<file path="config.mk">
export PLATFORM = sky130hd
export DESIGN_NAME = paced_display_write_queue_flat
export DESIGN_NICKNAME = d
export VERILOG_FILES = /design/src/hdl/pdwq_pkg.sv /design/src/hdl/pdwq_ifs.sv /design/src/hdl/paced_display_write_queue.sv /design/src/hdl/pdwq_ctrl.sv /design/src/hdl/pdwq_dp.sv /design/src/flat_wrapper.sv
export SDC_FILE = /design/constraint.sdc
export NUM_CORES = 1
export LEC_CHECK = 0
export BUFFER_PORTS_ARGS = -buffer_cell sky130_fd_sc_hd__buf_2
export CAP_MARGIN = 10
export CORE_ASPECT_RATIO = 1.5
export CORE_UTILIZATION = 43
export CTS_CLUSTER_DIAMETER = 40
export DETAILED_ROUTE_END_ITERATION = 8
export PLACE_DENSITY = 0.6
export SLEW_MARGIN = 40
export SYNTH_ARGS = -nofsm -noshare
export SYNTH_HDL_FRONTEND = slang
export SYNTH_SLANG_ARGS = --single-unit
export TNS_END_PERCENT = 20
</file>
<file path="constraint.sdc">
create_clock -name clk -period 3.93 [get_ports clk]
set_input_delay 0.786 -clock clk [delete_from_list [all_inputs] [get_ports clk]]
set_output_delay 0.786 -clock clk [all_outputs]
set_load 0.005 [all_outputs]
</file>
<file path="src/hdl/pdwq_pkg.sv">
`timescale 1ns / 1ps
package pdwq_pkg;

  typedef logic [2:0] func_t;
  typedef logic [7:0] byte_t;
  typedef logic [2:0] init_step_t;
  typedef logic [1:0] cfg_index_t;

  localparam func_t FUNC_DATA    = 3'd0;
  localparam func_t FUNC_COMMAND = 3'd1;
  localparam func_t FUNC_START   = 3'd2;
  localparam func_t FUNC_TICK    = 3'd3;
  localparam func_t FUNC_INIT    = 3'd4;

  localparam cfg_index_t CFG_DATA_GAP     = 2'd0;
  localparam cfg_index_t CFG_COMMAND_GAP  = 2'd1;
  localparam cfg_index_t CFG_POWERUP_WAIT = 2'd2;

  localparam byte_t DATA_GAP_RESET     = 8'd0;
  localparam byte_t COMMAND_GAP_RESET  = 8'd4;
  localparam byte_t POWERUP_WAIT_RESET = 8'd15;

  // The init sequence is six command bytes long.
  localparam int         INIT_LEN  = 6;
  localparam init_step_t INIT_LAST = 3'(INIT_LEN - 1);

  localparam byte_t CMD_FUNCTION_SET = 8'h38;
  localparam byte_t CMD_ENTRY_MODE   = 8'h06;
  localparam byte_t CMD_DISPLAY_ON   = 8'h0E;
  localparam byte_t CMD_CLEAR        = 8'h01;

  typedef struct packed {
    logic       bus_write;
    byte_t      bus_byte;
    logic       register_select;
    logic       accepted;
    logic       busy_res;
  } out_res_t;

  // Commands from the controller to the datapath.
  typedef struct packed {
    logic       in_ready;
    logic       commit;
    logic       init_wr;
    init_step_t init_step;
  } ctrl_cmd_t;

  // Status from the datapath to the controller.
  typedef struct packed {
    logic in_valid;
    logic is_init;
    logic out_free;
  } dp_status_t;

  function automatic byte_t init_cmd(init_step_t step);
    byte_t b;
    case (step)
      3'd0, 3'd1, 3'd2: b = CMD_FUNCTION_SET;
      3'd3:             b = CMD_ENTRY_MODE;
      3'd4:             b = CMD_DISPLAY_ON;
      3'd5:             b = CMD_CLEAR;
      default:          b = CMD_CLEAR;
    endcase
    return b;
  endfunction

endpackage

</file>
<file path="src/hdl/pdwq_ifs.sv">
`timescale 1ns / 1ps
interface pdwq_in_if;
  logic            valid;
  logic            ready;
  pdwq_pkg::func_t func;
  pdwq_pkg::byte_t entry_byte;
  modport source(output valid, func, entry_byte, input ready);
  modport sink(input valid, func, entry_byte, output ready);
endinterface

interface pdwq_out_if;
  logic            valid;
  logic            ready;
  logic            bus_write;
  pdwq_pkg::byte_t bus_byte;
  logic            register_select;
  logic            accepted;
  logic            busy_res;
  modport source(output valid, bus_write, bus_byte, register_select, accepted, busy_res,
                 input ready);
  modport sink(input valid, bus_write, bus_byte, register_select, accepted, busy_res,
               output ready);
endinterface

interface pdwq_cfg_if;
  logic                 valid;
  logic                 ready;
  pdwq_pkg::cfg_index_t index;
  pdwq_pkg::byte_t      data;
  modport source(output valid, index, data, input ready);
  modport sink(input valid, index, data, output ready);
endinterface

</file>
<file path="src/hdl/paced_display_write_queue.sv">
`timescale 1ns / 1ps
// Paced write queue for a character display.
// in_ch carries one item per handshake: func selects queue data, queue command,
// start, tick or init, and entry_byte is the byte to queue. cfg_ch writes the
// data gap, command gap and power-up wait registers; it is always ready and
// should only be used while the queue is idle. out_ch returns exactly one
// result item for every input item: the bus strobe, byte and register select
// for this tick, whether a put was accepted, and whether draining continues.
// Each item is captured on acceptance and committed once the output is free;
// an init item first passes through the init steps, which write the six
// init commands into the entry memory one per cycle. Items are processed one
// at a time, so a new item is taken only after the previous one has committed.
// A tick reads the memory through a registered read port addressed by the
// read position, which is why the controller has an execute state between
// accept and commit. The finished result sits in an output register; if the
// receiver stalls, the block accepts one more item and then holds it until
// the register frees. After reset the queue is empty, idle, with no wait
// pending, and the registers hold gaps of 0 and 4 and a wait of 15 ticks.
module paced_display_write_queue #(
  parameter int QUEUE_DEPTH = 32
) (
  input  logic       clk,
  input  logic       rst_n,
  pdwq_in_if.sink    in_ch,
  pdwq_out_if.source out_ch,
  pdwq_cfg_if.sink   cfg_ch
);
  import pdwq_pkg::*;

  // Commands and status between the sequencing controller and the datapath.
  ctrl_cmd_t  cmd;
  dp_status_t status;

  // The controller walks each item through accept, commit and, for init,
  // the six-step write of the start-up command sequence.
  pdwq_ctrl u_ctrl (
    .clk    (clk),
    .rst_n  (rst_n),
    .status (status),
    .cmd    (cmd)
  );

  // The datapath holds the entry memory, the counters, the wait timer, the
  // configuration registers and the output register.
  pdwq_dp #(
    .QUEUE_DEPTH (QUEUE_DEPTH)
  ) u_dp (
    .clk    (clk),
    .rst_n  (rst_n),
    .cmd    (cmd),
    .status (status),
    .in_ch  (in_ch),
    .out_ch (out_ch),
    .cfg_ch (cfg_ch)
  );

endmodule

</file>
<file path="src/hdl/pdwq_ctrl.sv">
`timescale 1ns / 1ps
module pdwq_ctrl (
  input  logic                 clk,
  input  logic                 rst_n,
  input  pdwq_pkg::dp_status_t status,
  output pdwq_pkg::ctrl_cmd_t  cmd
);
  import pdwq_pkg::*;

  localparam logic [1:0] ST_IDLE = 2'd0;
  localparam logic [1:0] ST_EXEC = 2'd1;
  localparam logic [1:0] ST_INIT = 2'd2;
  localparam logic [1:0] ST_FIN  = 2'd3;

  logic [1:0] state_r, state_nxt;
  init_step_t step_r, step_nxt;

  always_comb begin
    state_nxt     = state_r;
    step_nxt      = step_r;
    cmd.in_ready  = 1'b0;
    cmd.commit    = 1'b0;
    cmd.init_wr   = 1'b0;
    cmd.init_step = step_r;
    case (state_r)
      ST_IDLE: begin
        cmd.in_ready = 1'b1;
        if (status.in_valid) begin
          state_nxt = ST_EXEC;
        end
      end
      ST_EXEC: begin
        if (status.is_init) begin
          state_nxt = ST_INIT;
          step_nxt  = '0;
        end else if (status.out_free) begin
          cmd.commit = 1'b1;
          state_nxt  = ST_IDLE;
        end
      end
      ST_INIT: begin
        cmd.init_wr = 1'b1;
        step_nxt    = step_r + 3'd1;
        if (step_r == INIT_LAST) begin
          state_nxt = ST_FIN;
        end
      end
      ST_FIN: begin
        if (status.out_free) begin
          cmd.commit = 1'b1;
          state_nxt  = ST_IDLE;
        end
      end
      default: begin
        state_nxt = ST_IDLE;
      end
    endcase
  end

  always_ff @(posedge clk) begin
    if (!rst_n) begin
      state_r <= ST_IDLE;
      step_r  <= '0;
    end else begin
      state_r <= state_nxt;
      step_r  <= step_nxt;
    end
  end

  // The init writer never walks past the last command of the sequence.
  a_step_bound: assert property (@(posedge clk) disable iff (!rst_n)
    state_r == ST_INIT |-> step_r <= INIT_LAST)
    else $error("init step beyond sequence");

  // Every init pass leads straight into the final commit state.
  a_init_to_fin: assert property (@(posedge clk) disable iff (!rst_n)
    state_r == ST_INIT && step_r == INIT_LAST |=> state_r == ST_FIN)
    else $error("init sequence did not finish");

  // A commit only ever happens with the output slot free.
  a_commit_free: assert property (@(posedge clk) disable iff (!rst_n)
    cmd.commit |-> status.out_free)
    else $error("commit with output slot occupied");

endmodule

</file>
<file path="src/hdl/pdwq_dp.sv">
`timescale 1ns / 1ps
module pdwq_dp #(
  parameter int QUEUE_DEPTH = 32
) (
  input  logic                 clk,
  input  logic                 rst_n,
  input  pdwq_pkg::ctrl_cmd_t  cmd,
  output pdwq_pkg::dp_status_t status,
  pdwq_in_if.sink              in_ch,
  pdwq_out_if.source           out_ch,
  pdwq_cfg_if.sink             cfg_ch
);
  import pdwq_pkg::*;

  localparam int AW = $clog2(QUEUE_DEPTH);
  localparam int CW = $clog2(QUEUE_DEPTH + 1);

  logic [8:0]    mem [QUEUE_DEPTH];
  logic [8:0]    rd_data_r;
  func_t         func_r;
  byte_t         byte_r;
  logic [CW-1:0] count_r, count_nxt;
  logic [AW-1:0] rp_r, rp_nxt;
  logic          drain_r, drain_nxt;
  byte_t         wait_r, wait_nxt;
  byte_t         dgap_r, cgap_r, pwait_r;
  out_res_t      res_r, res_nxt;
  logic          out_valid_r;

  logic          mem_we;
  logic [AW-1:0] mem_waddr;
  logic [8:0]    mem_wdata;
  logic          put_ok;
  logic          is_put;
  logic [CW-1:0] rp_inc;
  logic          capture;

  assign capture         = in_ch.valid && cmd.in_ready;
  assign in_ch.ready     = cmd.in_ready;
  assign status.in_valid = in_ch.valid;
  assign status.is_init  = (func_r == FUNC_INIT);
  assign status.out_free = !out_valid_r || out_ch.ready;

  assign is_put = (func_r == FUNC_DATA) || (func_r == FUNC_COMMAND);
  assign put_ok = !drain_r && (count_r < CW'(QUEUE_DEPTH));
  assign rp_inc = CW'(rp_r) + CW'(1);

  always_comb begin
    count_nxt = count_r;
    rp_nxt    = rp_r;
    drain_nxt = drain_r;
    wait_nxt  = wait_r;
    res_nxt   = '0;
    res_nxt.accepted = 1'b1;
    case (func_r)
      FUNC_DATA, FUNC_COMMAND: begin
        res_nxt.accepted = put_ok;
        if (put_ok) begin
          count_nxt = count_r + CW'(1);
        end
      end
      FUNC_START: begin
        rp_nxt    = '0;
        drain_nxt = 1'b1;
      end
      FUNC_TICK: begin
        if (wait_r != '0) begin
          wait_nxt = wait_r - 8'd1;
        end else if (drain_r) begin
          if (count_r != '0) begin
            res_nxt.bus_write       = 1'b1;
            res_nxt.bus_byte        = rd_data_r[7:0];
            res_nxt.register_select = rd_data_r[8];
            wait_nxt = rd_data_r[8] ? dgap_r : cgap_r;
            if (rp_inc >= count_r) begin
              count_nxt = '0;
              rp_nxt    = '0;
              drain_nxt = 1'b0;
            end else begin
              rp_nxt = rp_inc[AW-1:0];
            end
          end else begin
            rp_nxt    = '0;
            drain_nxt = 1'b0;
          end
        end
      end
      FUNC_INIT: begin
        wait_nxt  = pwait_r;
        count_nxt = CW'(INIT_LEN);
        rp_nxt    = '0;
        drain_nxt = 1'b1;
      end
      default: begin
      end
    endcase
    res_nxt.busy_res = drain_nxt;
  end

  // Single write port shared by puts and the init sequence.
  assign mem_we    = cmd.init_wr || (cmd.commit && is_put && put_ok);
  assign mem_waddr = cmd.init_wr ? AW'(cmd.init_step) : count_r[AW-1:0];
  assign mem_wdata = cmd.init_wr ? {1'b0, init_cmd(cmd.init_step)}
                                 : {(func_r == FUNC_DATA), byte_r};

  always_ff @(posedge clk) begin
    if (mem_we) begin
      mem[mem_waddr] <= mem_wdata;
    end
    rd_data_r <= mem[rp_r];
  end

  always_ff @(posedge clk) begin
    if (capture) begin
      func_r <= in_ch.func;
      byte_r <= in_ch.entry_byte;
    end
    if (cmd.commit) begin
      res_r <= res_nxt;
    end
  end

  always_ff @(posedge clk) begin
    if (!rst_n) begin
      count_r     <= '0;
      rp_r        <= '0;
      drain_r     <= 1'b0;
      wait_r      <= '0;
      dgap_r      <= DATA_GAP_RESET;
      cgap_r      <= COMMAND_GAP_RESET;
      pwait_r     <= POWERUP_WAIT_RESET;
      out_valid_r <= 1'b0;
    end else begin
      if (cmd.commit) begin
        count_r <= count_nxt;
        rp_r    <= rp_nxt;
        drain_r <= drain_nxt;
        wait_r  <= wait_nxt;
      end
      if (cmd.commit) begin
        out_valid_r <= 1'b1;
      end else if (out_ch.ready) begin
        out_valid_r <= 1'b0;
      end
      if (cfg_ch.valid) begin
        case (cfg_ch.index)
          CFG_DATA_GAP:     dgap_r  <= cfg_ch.data;
          CFG_COMMAND_GAP:  cgap_r  <= cfg_ch.data;
          CFG_POWERUP_WAIT: pwait_r <= cfg_ch.data;
          default: begin
          end
        endcase
      end
    end
  end

  assign cfg_ch.ready           = 1'b1;
  assign out_ch.valid           = out_valid_r;
  assign out_ch.bus_write       = res_r.bus_write;
  assign out_ch.bus_byte        = res_r.bus_byte;
  assign out_ch.register_select = res_r.register_select;
  assign out_ch.accepted        = res_r.accepted;
  assign out_ch.busy_res        = res_r.busy_res;

  a_count_bound: assert property (@(posedge clk) disable iff (!rst_n)
    count_r <= CW'(QUEUE_DEPTH))
    else $error("entry count beyond queue depth");

  // While draining a non-empty queue the read pointer stays inside it.
  a_rp_inside: assert property (@(posedge clk) disable iff (!rst_n)
    drain_r && count_r != '0 |-> CW'(rp_r) < count_r)
    else $error("read position past entry count");

  a_rp_idle: assert property (@(posedge clk) disable iff (!rst_n)
    !drain_r |-> rp_r == '0)
    else $error("read position left over while idle");

  // Only a put can come back rejected.
  a_reject_put: assert property (@(posedge clk) disable iff (!rst_n)
    cmd.commit && !res_nxt.accepted |-> is_put)
    else $error("rejection on a non-put item");

endmodule
</file>
<file path="src/flat_wrapper.sv">
// flat-port wrapper written by rule: the top's interface ports become plain ports
module paced_display_write_queue_flat import pdwq_pkg::*;
#(
  parameter int QUEUE_DEPTH = 32
)
  (clk, rst_n, in_ch_valid, in_ch_func, in_ch_entry_byte, in_ch_ready, out_ch_valid, out_ch_bus_write, out_ch_bus_byte, out_ch_register_select, out_ch_accepted, out_ch_busy_res, out_ch_ready, cfg_ch_valid, cfg_ch_index, cfg_ch_data, cfg_ch_ready);
  pdwq_in_if in_ch_i ();
  pdwq_out_if out_ch_i ();
  pdwq_cfg_if cfg_ch_i ();
  input  logic clk;
  input  logic rst_n;
  input wire logic [$bits(in_ch_i.valid)-1:0] in_ch_valid;
  input wire logic [$bits(in_ch_i.func)-1:0] in_ch_func;
  input wire logic [$bits(in_ch_i.entry_byte)-1:0] in_ch_entry_byte;
  output wire logic [$bits(in_ch_i.ready)-1:0] in_ch_ready;
  output wire logic [$bits(out_ch_i.valid)-1:0] out_ch_valid;
  output wire logic [$bits(out_ch_i.bus_write)-1:0] out_ch_bus_write;
  output wire logic [$bits(out_ch_i.bus_byte)-1:0] out_ch_bus_byte;
  output wire logic [$bits(out_ch_i.register_select)-1:0] out_ch_register_select;
  output wire logic [$bits(out_ch_i.accepted)-1:0] out_ch_accepted;
  output wire logic [$bits(out_ch_i.busy_res)-1:0] out_ch_busy_res;
  input wire logic [$bits(out_ch_i.ready)-1:0] out_ch_ready;
  input wire logic [$bits(cfg_ch_i.valid)-1:0] cfg_ch_valid;
  input wire logic [$bits(cfg_ch_i.index)-1:0] cfg_ch_index;
  input wire logic [$bits(cfg_ch_i.data)-1:0] cfg_ch_data;
  output wire logic [$bits(cfg_ch_i.ready)-1:0] cfg_ch_ready;
  assign in_ch_i.valid = in_ch_valid;
  assign in_ch_i.func = in_ch_func;
  assign in_ch_i.entry_byte = in_ch_entry_byte;
  assign in_ch_ready = in_ch_i.ready;
  assign out_ch_valid = out_ch_i.valid;
  assign out_ch_bus_write = out_ch_i.bus_write;
  assign out_ch_bus_byte = out_ch_i.bus_byte;
  assign out_ch_register_select = out_ch_i.register_select;
  assign out_ch_accepted = out_ch_i.accepted;
  assign out_ch_busy_res = out_ch_i.busy_res;
  assign out_ch_i.ready = out_ch_ready;
  assign cfg_ch_i.valid = cfg_ch_valid;
  assign cfg_ch_i.index = cfg_ch_index;
  assign cfg_ch_i.data = cfg_ch_data;
  assign cfg_ch_ready = cfg_ch_i.ready;
  paced_display_write_queue #(.QUEUE_DEPTH(QUEUE_DEPTH)) u_core (.clk(clk), .rst_n(rst_n), .in_ch(in_ch_i), .out_ch(out_ch_i), .cfg_ch(cfg_ch_i));
endmodule
</file>
==> impl_metrics.json <==
{
  "io_buffers": 39,
  "syn_to_final_growth_pct": 13.5,
  "clock_skew_ns": 0.0190,
  "grt_pass1_wl_mm": 51.1,
  "drcViolationCount": 0,
  "antenna_found_initial": 0,
  "post_drt_wl_per_cell_um": 24.5,
  "synth-seq-cells": 370,
  "root_buffer": "clkbuf_16",
  "tightest_slew_ns": 0.829,
  "overflow": 0,
  "post-cts-setup-buffer-count": 0,
  "dr.first_iter.drc_count": 636,
  "ys_seq_area_share_pct": 70.1,
  "synth_warnings": 0,
  "dp_hpwl_mm": 22.8,
  "synth.distinct_cells": 59,
  "crit_family": "compound AO/OA/AOI/OAI gates",
  "chipWidth_um": 154,
  "clk_path_buf_depth": 3,
  "final_cell_mix": "311 x edfxtp_1, 81 x mux4_2, 71 x nor2_1",
  "die_h_um": 231,
  "slew_violations": 0,
  "cellPowerDensity_nw_per_um2": 482,
  "post_cts_resized": 0,
  "num_io_pins": 41,
  "synth_nets": 923,
  "max-cap-violations": 0,
  "cp_num_buf_inv": 1,
  "grt_usage_pct": 19.8,
  "rows": 83,
  "dr.pass1.iters": 5,
  "cts_htree_levels": 2,
  "slew_headroom_pct": 44.6,
  "cp.arrival_ns": 3.32,
  "num_antenna_cells": 0,
  "grt_setup_unrepaired": "false",
  "drive_above_1_share_pct": 23.7,
  "fill_cells": 2816,
  "hold_class": "in -> reg",
  "ant_nets": 0,
  "cts_hold_buf": 0,
  "routed_wl_mm": 33.9,
  "dpl.cell_count": 1318,
  "synth_area_um2": 15000,
  "cp-start-kind": "flip-flop",
  "leakagePower_nw": 5.51,
  "cp_max_fo": 31,
  "first_global_vias": 8149,
  "coreArea_um2": 34300,
  "clock_sinks": 370,
  "required_ns": 4.36,
  "synth-main-ff-cell": "edfxtp_1",
  "worstSetupPathType": "reg -> reg",
  "fin_cells": 1386,
  "fin_setup_tns_ns": 0,
  "fin_crit_ns": 2.89,
  "grt_max_degree": 42,
  "cp_slowest_stage_delay_ns": 0.66,
  "synth.avg_cell_area_um2": 17.0,
  "die-area_um2": 35600,
  "cts_tree": "done",
  "syn_inst": 882,
  "async_flop_share_pct": 0,
  "viasPerCell": 5.75,
  "clock_latency_ns": 0.54,
  "fmax_mhz": 346,
  "mostFrequentLayoutCell": "edfxtp_1",
  "cp_slowest_cell": "dfxtp_4",
  "status": "finished clean",
  "setup_violations": 0,
  "vdd_ir_drop_max_v": 0.000233,
  "clkSlewWorstSetupHoldPaths_ns": 0.07,
  "place.gp.congestion": 0.850,
  "vias": 7973,
  "synth_edf_count": 311,
  "fin_crit_sh_pct": 73.6,
  "hold_violations": 0,
  "start_util_pct": 43.8,
  "cp-end-kind": "flip-flop",
  "crit_chain": "buf_4 -> ha_1 -> nand2b_1 -> a21o_1 -> a21oi_1 -> a21boi_0 -> a211oi_1",
  "layout.nets": 974,
  "cts_buffers": 37
}
==> area by class of cell <==
class / instances / area, um^2 / share of cell area, %
multi-input cells: 441 / 4230 / 24.8
inverters: 19 / 71.3 / 0.419
repair buffers: 64 / 440 / 2.59
flip-flops and latches: 370 / 10500 / 61.8
clock buffers: 48 / 1020 / 5.98
clock inverters: 19 / 206 / 1.21
well taps: 425 / 532 / 3.12
==> synth_stat cells, drive strengths merged, types with 3 or more instances <==
| library cell | n | share of area, % |
|---|---|---|
| a31oi | 9 | 0.38 |
| mux4 | 81 | 12 |
| edfxtp | 311 | 62 |
| a22oi | 12 | 0.60 |
| inv | 19 | 0.48 |
| o2111ai | 3 | 0.18 |
| nor3 | 7 | 0.27 |
| clkbuf | 27 | 0.70 |
| nand3b | 4 | 0.20 |
| dfxtp | 59 | 7.9 |
| o211ai | 3 | 0.15 |
| a2111oi | 3 | 0.18 |
| nand2 | 39 | 0.98 |
| and2 | 13 | 0.54 |
| nand3 | 11 | 0.37 |
| mux2 | 3 | 0.23 |
| ha | 15 | 1.3 |
| nor2b | 5 | 0.21 |
| o21a | 11 | 0.55 |
| o31ai | 7 | 0.35 |
| xnor2 | 4 | 0.23 |
| nand4 | 7 | 0.29 |
| nor4 | 3 | 0.13 |
| a211oi | 6 | 0.38 |
| a21oi | 18 | 0.60 |
| buf | 25 | 0.95 |
| nor3b | 4 | 0.20 |
| mux2i | 47 | 3.1 |
| nor2 | 73 | 1.8 |
| o21ai | 25 | 0.83 |
==> metrics by stage <==
stage               utilization, %  total power [mW]  worst slack (ns)  hold WS, ns  instance area, um^2
finish                        49.7              8.21              1.04        0.422                17000
global route                  49.7              8.46             0.742        0.404                17000
CTS                           49.6              8.29             0.978        0.392                17000
detailed placement            46.0              4.76             0.950        0.466                15800
global placement              45.8              4.74             0.949        0.457                15700
floorplan                        -              4.60             0.876        0.443                15000
==> routing by layer <==
layer | vias up | global-route usage, % | share of wire (%)
met5 | - | 0 | 0
met4 | 0 | 10.1 | 4.9
met3 | 74 | 3.47 | 4.6
met2 | 248 | 34.4 | 52
met1 | 4065 | 23.5 | 38
li1 | 3586 | - | -
==> sequential cells by signal, indices dropped and copies added, names as in the netlist, 2 cells and up <==
register and flops:
u_core.u_dp.pwait_r 8, u_core.u_dp.count_r 6, u_core.u_dp.out_ch.bus_byte 8, u_core.u_dp.mem 288
u_core.u_dp.rp_r 5, u_core.u_ctrl.state_r 2, u_core.u_ctrl.step_r 3, u_core.u_dp.cgap_r 8
u_core.u_dp.func_r 3, u_core.u_dp.dgap_r 8, u_core.u_dp.byte_r 8, u_core.u_dp.wait_r 8
u_core.u_dp.rd_data_r 9
==> cells by family after synthesis <==
kind of cell / after synthesis / synth area share [%]
AND/OR/NAND/NOR: 181 / 5.81
XOR/XNOR: 5 / 0.292
buffers and inverters: 71 / 2.13
AO/OA/AOI/OAI: 108 / 4.83
multiplexers: 131 / 15.5
other: 1 / 0.0250
flip-flops: 370 / 70.1
adder cells (fa/ha/maj): 15 / 1.25
==> power by group <==
group	internal, mW	switching (mW)	leakage (nW)
clock network	2.06	1.48	0.597
registers	4.32	0.0280	3.30
logic	0.104	0.220	1.62
==> worst paths after layout <==
kind | slack [ns] | endpoint | cells past startpoint | start
worst max-delay path | 1.04 | u_core.u_dp.drain_r | 7 | u_core.u_dp.rp_r[0]
worst max register to register | 1.04 | u_core.u_dp.drain_r | 7 | u_core.u_dp.rp_r[0]
worst min register to register | 0.47 | u_core.u_dp.wait_r[0] | 2 | u_core.u_dp.pwait_r[0]
worst min-delay path | 0.42 | u_core.u_dp.byte_r[1] | 1 | in_ch_entry_byte[1]
No activity file was read; power rests on OpenSTA's default activity.
